--- src/hdl/rtc_snapshot_normalizer_macros.svh ---
// ----------------------------------------------------------------------------
// rtc snapshot normaliser assertion macros
// concurrent checks on posedge clock, disabled while reset is low
// ----------------------------------------------------------------------------
`ifndef RTC_SNAPSHOT_NORMALIZER_MACROS_SVH
`define RTC_SNAPSHOT_NORMALIZER_MACROS_SVH
`ifndef ASSERT_OFF
`define RSN_ASSERT(label, ck, rn, prop) \
    label: assert property (@(posedge ck) disable iff (!rn) (prop)) \
        else $error("rsn: assertion failed");
`define RSN_ASSERT_NEXT(label, ck, rn, cond, cons) \
    label: assert property (@(posedge ck) disable iff (!rn) (cond) |=> (cons)) \
        else $error("rsn: assertion failed");
`else
`define RSN_ASSERT(label, ck, rn, prop)
`define RSN_ASSERT_NEXT(label, ck, rn, cond, cons)
`endif
`endif

--- src/hdl/rsn_pkg.sv ---
`timescale 1ns / 1ps
// ----------------------------------------------------------------------------
// rsn_pkg
// shared types and constants of the rtc snapshot normaliser
// ----------------------------------------------------------------------------
package rsn_pkg;

    localparam int unsigned QUEUE_DEPTH   = 2;
    localparam int unsigned BYTE_W        = 8;
    localparam int unsigned YEAR_W        = 16;
    localparam int unsigned CUR_YEAR_W    = 14;
    localparam int unsigned CFG_INDEX_W   = 1;
    localparam int unsigned CFG_DATA_W    = 14;

    localparam logic [CUR_YEAR_W-1:0] DEFAULT_PIVOT_YEAR = 14'd2000;

    // status register b bits
    localparam int unsigned STATUS_BINARY_BIT = 2;
    localparam int unsigned STATUS_H24_BIT    = 1;

    typedef enum logic [CFG_INDEX_W-1:0] {
        CFG_USE_CENTURY = 1'b0,
        CFG_PIVOT_YEAR  = 1'b1
    } cfg_index_t;

    // one matched snapshot, raw bytes plus the mode bits of status b
    typedef struct packed {
        logic [BYTE_W-1:0] second;
        logic [BYTE_W-1:0] minute;
        logic [BYTE_W-1:0] hour;
        logic [BYTE_W-1:0] day;
        logic [BYTE_W-1:0] month;
        logic [BYTE_W-1:0] year;
        logic [BYTE_W-1:0] century;
        logic              binary_mode;
        logic              hour_24;
    } snap_entry_t;

    typedef struct packed {
        logic full;
        logic empty;
    } fifo_status_t;

endpackage

--- src/hdl/rsn_front.sv ---
`timescale 1ns / 1ps
// ----------------------------------------------------------------------------
// rsn_front
// drops busy snapshots, compares with the kept copy, queues matches
// ----------------------------------------------------------------------------
`include "rtc_snapshot_normalizer_macros.svh"
module rsn_front (
    input  logic                             clk,
    input  logic                             rst_n,
    input  logic                             accept,
    input  logic                             update_busy,
    input  logic [rsn_pkg::BYTE_W-1:0]       second_raw,
    input  logic [rsn_pkg::BYTE_W-1:0]       minute_raw,
    input  logic [rsn_pkg::BYTE_W-1:0]       hour_raw,
    input  logic [rsn_pkg::BYTE_W-1:0]       day_raw,
    input  logic [rsn_pkg::BYTE_W-1:0]       month_raw,
    input  logic [rsn_pkg::BYTE_W-1:0]       year_raw,
    input  logic [rsn_pkg::BYTE_W-1:0]       century_raw,
    input  logic [rsn_pkg::BYTE_W-1:0]       status_b,
    input  logic                             use_century,
    output logic                             push,
    output rsn_pkg::snap_entry_t             push_entry
);

    localparam int unsigned SNAP_W = 7 * rsn_pkg::BYTE_W;

    logic [SNAP_W-1:0] last_reg;
    logic [SNAP_W-1:0] last_next;
    logic              valid_reg;
    logic              valid_next;
    logic [SNAP_W-1:0] snap;
    logic              match;
    logic              taken;

    // century byte counts as zero when no century register is present
    assign snap  = {second_raw, minute_raw, hour_raw, day_raw, month_raw, year_raw,
                    (use_century ? century_raw : {rsn_pkg::BYTE_W{1'b0}})};
    assign match = valid_reg && (snap == last_reg);
    assign taken = accept && !update_busy;
    assign push  = taken && match;

    always_comb
    begin
        push_entry             = '0;
        push_entry.second      = snap[6*rsn_pkg::BYTE_W +: rsn_pkg::BYTE_W];
        push_entry.minute      = snap[5*rsn_pkg::BYTE_W +: rsn_pkg::BYTE_W];
        push_entry.hour        = snap[4*rsn_pkg::BYTE_W +: rsn_pkg::BYTE_W];
        push_entry.day         = snap[3*rsn_pkg::BYTE_W +: rsn_pkg::BYTE_W];
        push_entry.month       = snap[2*rsn_pkg::BYTE_W +: rsn_pkg::BYTE_W];
        push_entry.year        = snap[1*rsn_pkg::BYTE_W +: rsn_pkg::BYTE_W];
        push_entry.century     = snap[0 +: rsn_pkg::BYTE_W];
        push_entry.binary_mode = status_b[rsn_pkg::STATUS_BINARY_BIT];
        push_entry.hour_24     = status_b[rsn_pkg::STATUS_H24_BIT];
    end

    always_comb
    begin
        valid_next = valid_reg;
        last_next  = last_reg;
        if (taken)
        begin
            valid_next = !match;
            if (!match)
            begin
                last_next = snap;
            end
        end
    end

    always_ff @(posedge clk or negedge rst_n)
    begin
        if (!rst_n)
        begin
            valid_reg <= 1'b0;
        end
        else
        begin
            valid_reg <= valid_next;
        end
    end

    // kept bytes only matter while valid
    always_ff @(posedge clk)
    begin
        last_reg <= last_next;
    end

    `RSN_ASSERT_NEXT(a_match_drops_copy, clk, rst_n, push, !valid_reg)
    `RSN_ASSERT_NEXT(a_mismatch_keeps, clk, rst_n, taken && !match, valid_reg && (last_reg == $past(snap)))

endmodule

--- src/hdl/rsn_fifo.sv ---
`timescale 1ns / 1ps
// ----------------------------------------------------------------------------
// rsn_fifo
// short queue of matched snapshots between front and back
// ----------------------------------------------------------------------------
`include "rtc_snapshot_normalizer_macros.svh"
module rsn_fifo #(
    parameter int unsigned DEPTH = rsn_pkg::QUEUE_DEPTH
) (
    input  logic                  clk,
    input  logic                  rst_n,
    input  logic                  push,
    input  rsn_pkg::snap_entry_t  push_entry,
    input  logic                  pop,
    output rsn_pkg::snap_entry_t  head,
    output rsn_pkg::fifo_status_t status
);

    localparam int unsigned PTR_W = (DEPTH > 1) ? $clog2(DEPTH) : 1;
    localparam int unsigned CNT_W = $clog2(DEPTH + 1);

    rsn_pkg::snap_entry_t entries_reg [DEPTH];
    logic [PTR_W-1:0]     wr_ptr_reg;
    logic [PTR_W-1:0]     wr_ptr_next;
    logic [PTR_W-1:0]     rd_ptr_reg;
    logic [PTR_W-1:0]     rd_ptr_next;
    logic [CNT_W-1:0]     count_reg;
    logic [CNT_W-1:0]     count_next;

    assign head         = entries_reg[rd_ptr_reg];
    assign status.full  = (count_reg == CNT_W'(DEPTH));
    assign status.empty = (count_reg == '0);

    always_comb
    begin
        wr_ptr_next = wr_ptr_reg;
        rd_ptr_next = rd_ptr_reg;
        count_next  = count_reg;
        if (push)
        begin
            wr_ptr_next = (wr_ptr_reg == PTR_W'(DEPTH - 1)) ? '0 : wr_ptr_reg + 1'b1;
        end
        if (pop)
        begin
            rd_ptr_next = (rd_ptr_reg == PTR_W'(DEPTH - 1)) ? '0 : rd_ptr_reg + 1'b1;
        end
        if (push && !pop)
        begin
            count_next = count_reg + 1'b1;
        end
        else if (pop && !push)
        begin
            count_next = count_reg - 1'b1;
        end
    end

    always_ff @(posedge clk or negedge rst_n)
    begin
        if (!rst_n)
        begin
            wr_ptr_reg <= '0;
            rd_ptr_reg <= '0;
            count_reg  <= '0;
        end
        else
        begin
            wr_ptr_reg <= wr_ptr_next;
            rd_ptr_reg <= rd_ptr_next;
            count_reg  <= count_next;
        end
    end

    always_ff @(posedge clk)
    begin
        if (push)
        begin
            entries_reg[wr_ptr_reg] <= push_entry;
        end
    end

    `RSN_ASSERT(a_no_overflow, clk, rst_n, !(push && status.full))
    `RSN_ASSERT(a_no_underflow, clk, rst_n, !(pop && status.empty))

endmodule

--- src/hdl/rsn_back.sv ---
`timescale 1ns / 1ps
// ----------------------------------------------------------------------------
// rsn_back
// decodes queued snapshots into binary time and full year, output register
// ----------------------------------------------------------------------------
`include "rtc_snapshot_normalizer_macros.svh"
module rsn_back (
    input  logic                                 clk,
    input  logic                                 rst_n,
    input  rsn_pkg::fifo_status_t                q_status,
    input  rsn_pkg::snap_entry_t                 head,
    input  logic                                 use_century,
    input  logic [rsn_pkg::CUR_YEAR_W-1:0]       pivot_year,
    output logic                                 pop,
    output logic                                 out_valid,
    input  logic                                 out_stall,
    output logic [rsn_pkg::BYTE_W-1:0]           seconds,
    output logic [rsn_pkg::BYTE_W-1:0]           minutes,
    output logic [rsn_pkg::BYTE_W-1:0]           hours,
    output logic [rsn_pkg::BYTE_W-1:0]           day_of_month,
    output logic [rsn_pkg::BYTE_W-1:0]           month_number,
    output logic [rsn_pkg::YEAR_W-1:0]           full_year
);

    localparam int unsigned CY_W    = rsn_pkg::CUR_YEAR_W;
    localparam int unsigned RECIP   = 5243;   // ceil(2^19 / 100)
    localparam int unsigned SHIFT   = 19;
    localparam int unsigned Q_W     = 8;
    localparam int unsigned PROD_W  = SHIFT + Q_W;
    localparam logic [Q_W-1:0]  Q_RESET    = Q_W'(rsn_pkg::DEFAULT_PIVOT_YEAR / 100);
    localparam logic [CY_W-1:0] BASE_RESET = CY_W'((rsn_pkg::DEFAULT_PIVOT_YEAR / 100) * 100);

    function automatic logic [7:0] bcd_to_bin(input logic [7:0] v);
        return 8'(v[3:0]) + 8'({v[7:4], 3'b000}) + 8'({v[7:4], 1'b0});
    endfunction

    // value is at most 139 here
    function automatic logic [7:0] mod_24(input logic [7:0] v);
        logic [7:0] r;
        if (v >= 8'd120)
            r = v - 8'd120;
        else if (v >= 8'd96)
            r = v - 8'd96;
        else if (v >= 8'd72)
            r = v - 8'd72;
        else if (v >= 8'd48)
            r = v - 8'd48;
        else if (v >= 8'd24)
            r = v - 8'd24;
        else
            r = v;
        return r;
    endfunction

    logic [PROD_W-1:0]     prod;
    logic [Q_W-1:0]        q_reg;
    logic [CY_W-1:0]       base_reg;
    logic                  valid_reg;
    logic                  valid_next;
    logic [7:0]            sec_d;
    logic [7:0]            min_d;
    logic [7:0]            hour_d;
    logic [7:0]            day_d;
    logic [7:0]            mon_d;
    logic [7:0]            yr_d;
    logic [7:0]            cen_d;
    logic [7:0]            hour_sum;
    logic [15:0]           year_d;
    logic [15:0]           year_win;
    logic [7:0]            seconds_reg;
    logic [7:0]            minutes_reg;
    logic [7:0]            hours_reg;
    logic [7:0]            day_reg;
    logic [7:0]            month_reg;
    logic [15:0]           year_reg;

    // century base of the window: (pivot year / 100) * 100, two stages
    assign prod = PROD_W'(pivot_year) * PROD_W'(RECIP);

    always_ff @(posedge clk or negedge rst_n)
    begin
        if (!rst_n)
        begin
            q_reg    <= Q_RESET;
            base_reg <= BASE_RESET;
        end
        else
        begin
            q_reg    <= prod[SHIFT +: Q_W];
            base_reg <= CY_W'(CY_W'(q_reg) * CY_W'(100));
        end
    end

    assign pop        = !q_status.empty && (!valid_reg || !out_stall);
    assign valid_next = pop || (valid_reg && out_stall);

    always_comb
    begin
        if (head.binary_mode)
        begin
            sec_d  = head.second;
            min_d  = head.minute;
            hour_d = head.hour;
            day_d  = head.day;
            mon_d  = head.month;
            yr_d   = head.year;
            cen_d  = head.century;
        end
        else
        begin
            sec_d  = bcd_to_bin(head.second);
            min_d  = bcd_to_bin(head.minute);
            hour_d = {head.hour[7], 7'(head.hour[3:0]) + 7'({head.hour[6:4], 3'b000})
                                  + 7'({head.hour[6:4], 1'b0})};
            day_d  = bcd_to_bin(head.day);
            mon_d  = bcd_to_bin(head.month);
            yr_d   = bcd_to_bin(head.year);
            cen_d  = bcd_to_bin(head.century);
        end

        // pm hour in 12-hour mode
        hour_sum = {1'b0, hour_d[6:0]} + 8'd12;
        if (!head.hour_24 && hour_d[7])
        begin
            hour_d = mod_24(hour_sum);
        end

        year_win = 16'(yr_d) + 16'(base_reg);
        if (year_win < 16'(pivot_year))
        begin
            year_win = year_win + 16'd100;
        end
        if (use_century)
        begin
            year_d = 16'(yr_d) + 16'(16'(cen_d) * 16'd100);
        end
        else
        begin
            year_d = year_win;
        end
    end

    always_ff @(posedge clk or negedge rst_n)
    begin
        if (!rst_n)
        begin
            valid_reg <= 1'b0;
        end
        else
        begin
            valid_reg <= valid_next;
        end
    end

    always_ff @(posedge clk)
    begin
        if (pop)
        begin
            seconds_reg <= sec_d;
            minutes_reg <= min_d;
            hours_reg   <= hour_d;
            day_reg     <= day_d;
            month_reg   <= mon_d;
            year_reg    <= year_d;
        end
    end

    assign out_valid    = valid_reg;
    assign seconds      = seconds_reg;
    assign minutes      = minutes_reg;
    assign hours        = hours_reg;
    assign day_of_month = day_reg;
    assign month_number = month_reg;
    assign full_year    = year_reg;

    `RSN_ASSERT_NEXT(a_pop_loads_output, clk, rst_n, pop, valid_reg)

endmodule

--- src/hdl/rtc_snapshot_normalizer.sv ---
`timescale 1ns / 1ps
// path: a matching snapshot is written into the queue, then popped into the output register
// throughput: one snapshot per cycle while in_stall is low, held by the two-entry queue and the output register
// busy and first-of-pair snapshots give no result
// input stalls in the cycle of a register write and the one after, while the window settles
// reset: kept snapshot invalid, queue and output empty, use_century 0, pivot year 2000
// ----------------------------------------------------------------------------
// rtc_snapshot_normalizer
// double-read rtc snapshot check with bcd, 12-hour and year normalisation
// ----------------------------------------------------------------------------
module rtc_snapshot_normalizer #(
    parameter int unsigned QUEUE_DEPTH = rsn_pkg::QUEUE_DEPTH
) (
    input  logic                                 clk,
    input  logic                                 rst_n,
    // configuration writes
    input  logic                                 cfg_write,
    input  logic [rsn_pkg::CFG_INDEX_W-1:0]      cfg_index,
    input  logic [rsn_pkg::CFG_DATA_W-1:0]       cfg_data,
    // snapshot input channel
    input  logic                                 in_valid,
    output logic                                 in_stall,
    input  logic                                 update_busy,
    input  logic [rsn_pkg::BYTE_W-1:0]           second_raw,
    input  logic [rsn_pkg::BYTE_W-1:0]           minute_raw,
    input  logic [rsn_pkg::BYTE_W-1:0]           hour_raw,
    input  logic [rsn_pkg::BYTE_W-1:0]           day_raw,
    input  logic [rsn_pkg::BYTE_W-1:0]           month_raw,
    input  logic [rsn_pkg::BYTE_W-1:0]           year_raw,
    input  logic [rsn_pkg::BYTE_W-1:0]           century_raw,
    input  logic [rsn_pkg::BYTE_W-1:0]           status_b,
    // decoded time output channel
    output logic                                 out_valid,
    input  logic                                 out_stall,
    output logic [rsn_pkg::BYTE_W-1:0]           seconds,
    output logic [rsn_pkg::BYTE_W-1:0]           minutes,
    output logic [rsn_pkg::BYTE_W-1:0]           hours,
    output logic [rsn_pkg::BYTE_W-1:0]           day_of_month,
    output logic [rsn_pkg::BYTE_W-1:0]           month_number,
    output logic [rsn_pkg::YEAR_W-1:0]           full_year
);

    // configuration registers
    logic                               use_century_reg;
    logic                               use_century_next;
    logic [rsn_pkg::CUR_YEAR_W-1:0]     pivot_year_reg;
    logic [rsn_pkg::CUR_YEAR_W-1:0]     pivot_year_next;
    // set for the cycle after a write, while the window base catches up
    logic                               cfg_settle_reg;

    // front to queue to back
    logic                               accept;
    logic                               push;
    logic                               pop;
    rsn_pkg::snap_entry_t               push_entry;
    rsn_pkg::snap_entry_t               head;
    rsn_pkg::fifo_status_t              q_status;

    always_comb
    begin
        use_century_next = use_century_reg;
        pivot_year_next  = pivot_year_reg;
        if (cfg_write)
        begin
            unique case (cfg_index)
                rsn_pkg::CFG_USE_CENTURY: use_century_next = cfg_data[0];
                rsn_pkg::CFG_PIVOT_YEAR:  pivot_year_next  = cfg_data;
                default:                  use_century_next = use_century_reg;
            endcase
        end
    end

    always_ff @(posedge clk or negedge rst_n)
    begin
        if (!rst_n)
        begin
            use_century_reg <= 1'b0;
            pivot_year_reg  <= rsn_pkg::DEFAULT_PIVOT_YEAR;
            cfg_settle_reg  <= 1'b0;
        end
        else
        begin
            use_century_reg <= use_century_next;
            pivot_year_reg  <= pivot_year_next;
            cfg_settle_reg  <= cfg_write;
        end
    end

    // a transfer is taken whenever the queue has room, even with a result waiting;
    // held off while the two-stage century base follows a register write
    assign in_stall = q_status.full || cfg_write || cfg_settle_reg;
    assign accept   = in_valid && !in_stall;

    // front: busy filter, compare against kept snapshot, queue on a match
    rsn_front u_front (
        .clk         (clk),
        .rst_n       (rst_n),
        .accept      (accept),
        .update_busy (update_busy),
        .second_raw  (second_raw),
        .minute_raw  (minute_raw),
        .hour_raw    (hour_raw),
        .day_raw     (day_raw),
        .month_raw   (month_raw),
        .year_raw    (year_raw),
        .century_raw (century_raw),
        .status_b    (status_b),
        .use_century (use_century_reg),
        .push        (push),
        .push_entry  (push_entry)
    );

    // decoupling queue
    rsn_fifo #(
        .DEPTH (QUEUE_DEPTH)
    ) u_fifo (
        .clk        (clk),
        .rst_n      (rst_n),
        .push       (push),
        .push_entry (push_entry),
        .pop        (pop),
        .head       (head),
        .status     (q_status)
    );

    // back: decode and present the result
    rsn_back u_back (
        .clk          (clk),
        .rst_n        (rst_n),
        .q_status     (q_status),
        .head         (head),
        .use_century  (use_century_reg),
        .pivot_year   (pivot_year_reg),
        .pop          (pop),
        .out_valid    (out_valid),
        .out_stall    (out_stall),
        .seconds      (seconds),
        .minutes      (minutes),
        .hours        (hours),
        .day_of_month (day_of_month),
        .month_number (month_number),
        .full_year    (full_year)
    );

endmodule
--- config.mk ---
export PLATFORM = sky130hd
export DESIGN_NAME = rtc_snapshot_normalizer
export DESIGN_NICKNAME = d
export VERILOG_FILES = /design/src/hdl/rsn_pkg.sv /design/src/hdl/rsn_front.sv /design/src/hdl/rsn_fifo.sv /design/src/hdl/rsn_back.sv /design/src/hdl/rtc_snapshot_normalizer.sv
export VERILOG_INCLUDE_DIRS = /design/src /design/src/hdl
export SDC_FILE = /design/constraint.sdc
export NUM_CORES = 1
export LEC_CHECK = 0
export BUFFER_PORTS_ARGS = -buffer_cell sky130_fd_sc_hd__buf_2
export CAP_MARGIN = 10
export CORE_MARGIN = 5
export CORE_UTILIZATION = 62
export DETAILED_ROUTE_END_ITERATION = 10
export PLACE_DENSITY_LB_ADDON = 0.1
export SKIP_LAST_GASP = 1
export SYNTH_ARGS = -nofsm -noshare
export SYNTH_HDL_FRONTEND = slang
export SYNTH_SLANG_ARGS = --single-unit
--- constraint.sdc ---
create_clock -name clk -period 8.35 [get_ports clk]
set_clock_uncertainty 0.05 [all_clocks]
set_input_delay 2.505 -clock clk [delete_from_list [all_inputs] [get_ports clk]]
set_output_delay 2.505 -clock clk [all_outputs]
set_load 0.02 [all_outputs]
==> reports/qor.csv <==
metric,value,unit
status,"finished, final reports clean",
drt-initial-drc-count,756,
reg2regPathDepth,20,
antenna_found_initial,3,
final_hold_viol_count,0,
cp_slowest_cell,dfrtp_4,
wl_per_cell,18.6,um
viasPerCell,5.68,
die_h,182,um
synthArstFlopShare,0.156,
synthDistinctLibCells,78,
root_buffer,clkbuf_16,
seq_area,7920,um2
largest_register_ffs,116,
drt-total-wl,38700,um
ir_worst_vdd,0.409,mV
ios,143,
slowest_delay,0.73,ns
synthesis.area,18300,um2
cp-end-kind,flop,
setup-violations-final,0,
crit_type,flop to flop,
cp.arrival,7.03,ns
hold_buffers,0,
cpMostUsedCell,ha_1,
final_nets,2079,
min_period,6.72,ns
clock_latency,0.56,ns
synth_nets,1928,
synth-main-ff-cell,edfxtp_1,
path_clk_slew,0.06,ns
fillers,2101,
drtAntennaViolNets,0,
cts_htree_levels,1,
cp_max_fo,39,
drt_pass1_iterations,5,
coreArea,28900,um2
gp_congestion,0.890,
tritoncts,done,
grt_pass1_vias,12100,
initial_core_util,0.632,
maxCapViolations,0,
final_cells,2080,
hold_class,flop to flop,
grt_usage,0.234,
vias,11800,
startpoint_type,flop,
power.density,299,nW/um2
grt_pass1_wl,62600,um
clk_path_buf_depth,3,
cp.required,8.66,ns
die_area,33000,um2
die_width,182,um
cts.sinks,270,
io_buffer_count,136,
avgSynthCellArea,12.0,um2
rsz0062_at_grt,false,
drc,0,
dpl.hpwl,29200,um
tightest_slew,0.968,ns
p_leak,8.83,nW
pre_cts_ws,1.74,ns
ys_seq_area_frac,0.433,
yosys_register_bits,270,
drive_gt1_frac,0.172,
yosysWarnings,0,
layout_common_cells,"ha_1, edfxtp_1, inv_1, buf_2, nor2_1",
holdWs,0.338,ns
numCtsBuffers,28,
globalRouteOverflowTotal,0,
multiInputGateArea,9550,um2
finalSetupTns,0,ns
syn2layout_area_growth,11.1,%
dp.cells,2027,
synth_edf_count,228,
finalWorstSetupSlack,1.63,ns
fmax,149,MHz
fp-row-count,62,
holdPathStages,0,
final_common_cell,ha_1,
grt_start_max_net_pins,57,
fin_crit_sh,0.805,
ctsResizeCount,0,
slew_viol_final,0,
synth_cells,1522,
slew-limit-headroom,0.338,
cp_cell_sequence,"buf_4, mux2_2, ha_1, ha_1, inv_1, fa_1, or2_1, a21boi_1, nor2_1, ha_1, xnor2_1, inv_1, ha_1, inv_1, o21ai_0, a22o_1, a221oi_1, o21ai_1, and4_1, nor3_1",
cts_setup_buffers,0,
-- stage by stage --
stage                     total power, mW  area, um2  utilization
after floorplan                      4.12      18300            -
after global placement               4.80      19400        0.671
after detailed placement             4.92      19400        0.671
after CTS                            6.17      20300        0.702
after global routing                 6.70      20300        0.702
final                                6.08      20300        0.702
-- report_power, final --
group / internal (mW) / total [mW] / switching (mW) / leakage, nW
Sequential: 1.60 / 1.67 / 0.0732 / 2.55
Clock: 0.686 / 1.20 / 0.512 / 0.433
Combinational: 1.42 / 3.21 / 1.79 / 5.86
-- critical path, delay by kind of cell, from the launching register on --
kind / cells / cell delay, ns
simple gates: 4 / 0.83
compound gates: 5 / 1.36
flops: 1 / 0.73
xor+xnor: 1 / 0.58
mux: 1 / 0.45
buf+inv: 4 / 1.01
fa+ha+maj: 5 / 1.47
-- layer usage --
metal	GRT usage	part of all wire	wire, um
met1	0.316	0.43	16400
met2	0.405	0.50	19300
met3	0.0304	0.050	1940
met4	0.0576	0.023	908
met5	0	0.00034	13
-- synth_stat cells (7+ instances only) --
cell / count / area (um2)
a21o_1: 20 / 150
a21oi_1: 75 / 375
and2_1: 9 / 56.3
buf_1: 11 / 41.3
clkbuf_1: 7 / 26.3
dfrtp_1: 28 / 701
dfstp_2: 14 / 368
edfxtp_1: 228 / 6850
fa_1: 82 / 1640
ha_1: 239 / 2990
inv_1: 190 / 713
mux2_2: 64 / 721
mux2i_1: 17 / 170
nand2_1: 62 / 233
nand2b_1: 8 / 50.1
nand3_1: 21 / 105
nand4_1: 12 / 75.1
nor2_1: 97 / 364
nor2b_1: 14 / 87.6
nor3_1: 18 / 90.1
nor4_1: 8 / 50.1
o211ai_1: 10 / 75.1
o21ai_0: 32 / 160
o31a_1: 7 / 61.3
xnor2_1: 62 / 543
xor2_1: 71 / 622
-- layout make-up --
class / count / share of cell area
Inverter: 194 / 0.0358
Multi-Input combinational cell: 1034 / 0.470
Sequential cell: 270 / 0.390
Antenna cell: 2 / 0.000246
Clock inverter: 11 / 0.00511
Timing Repair Buffer: 145 / 0.0368
Tap cell: 384 / 0.0236
Clock buffer: 40 / 0.0387
-- path summary, 6_finish.rpt --
kind,startpoint,to,slack (ns)
min in group asynchronous,rst_n,u_back.base_reg[11],2.05
min,u_back.q_reg[2],u_back.base_reg[4],0.34
max,u_fifo.rd_ptr_reg,u_back.hours[3],1.63
min reg2reg,u_back.q_reg[2],u_back.base_reg[4],0.34
max in group asynchronous,rst_n,u_fifo.rd_ptr_reg,5.48
max reg2reg,u_fifo.rd_ptr_reg,u_back.hours[3],1.63
-- kinds of logic (layout without fill, tap and decap cells) --
logic type | Yosys count | count (layout) | synth area share
buffers and inverters | 218 | 390 | 0.0462
xor gates and xnor gates | 135 | 135 | 0.0655
AOI/OAI and AO/OA | 215 | 215 | 0.0773
DFF | 270 | 270 | 0.433
other | 0 | 2 | 0
muxes | 86 | 86 | 0.0530
and+or+nand+nor | 276 | 276 | 0.0715
adders and majority gates | 322 | 322 | 0.254
No activity file was read; power rests on OpenSTA's default activity.
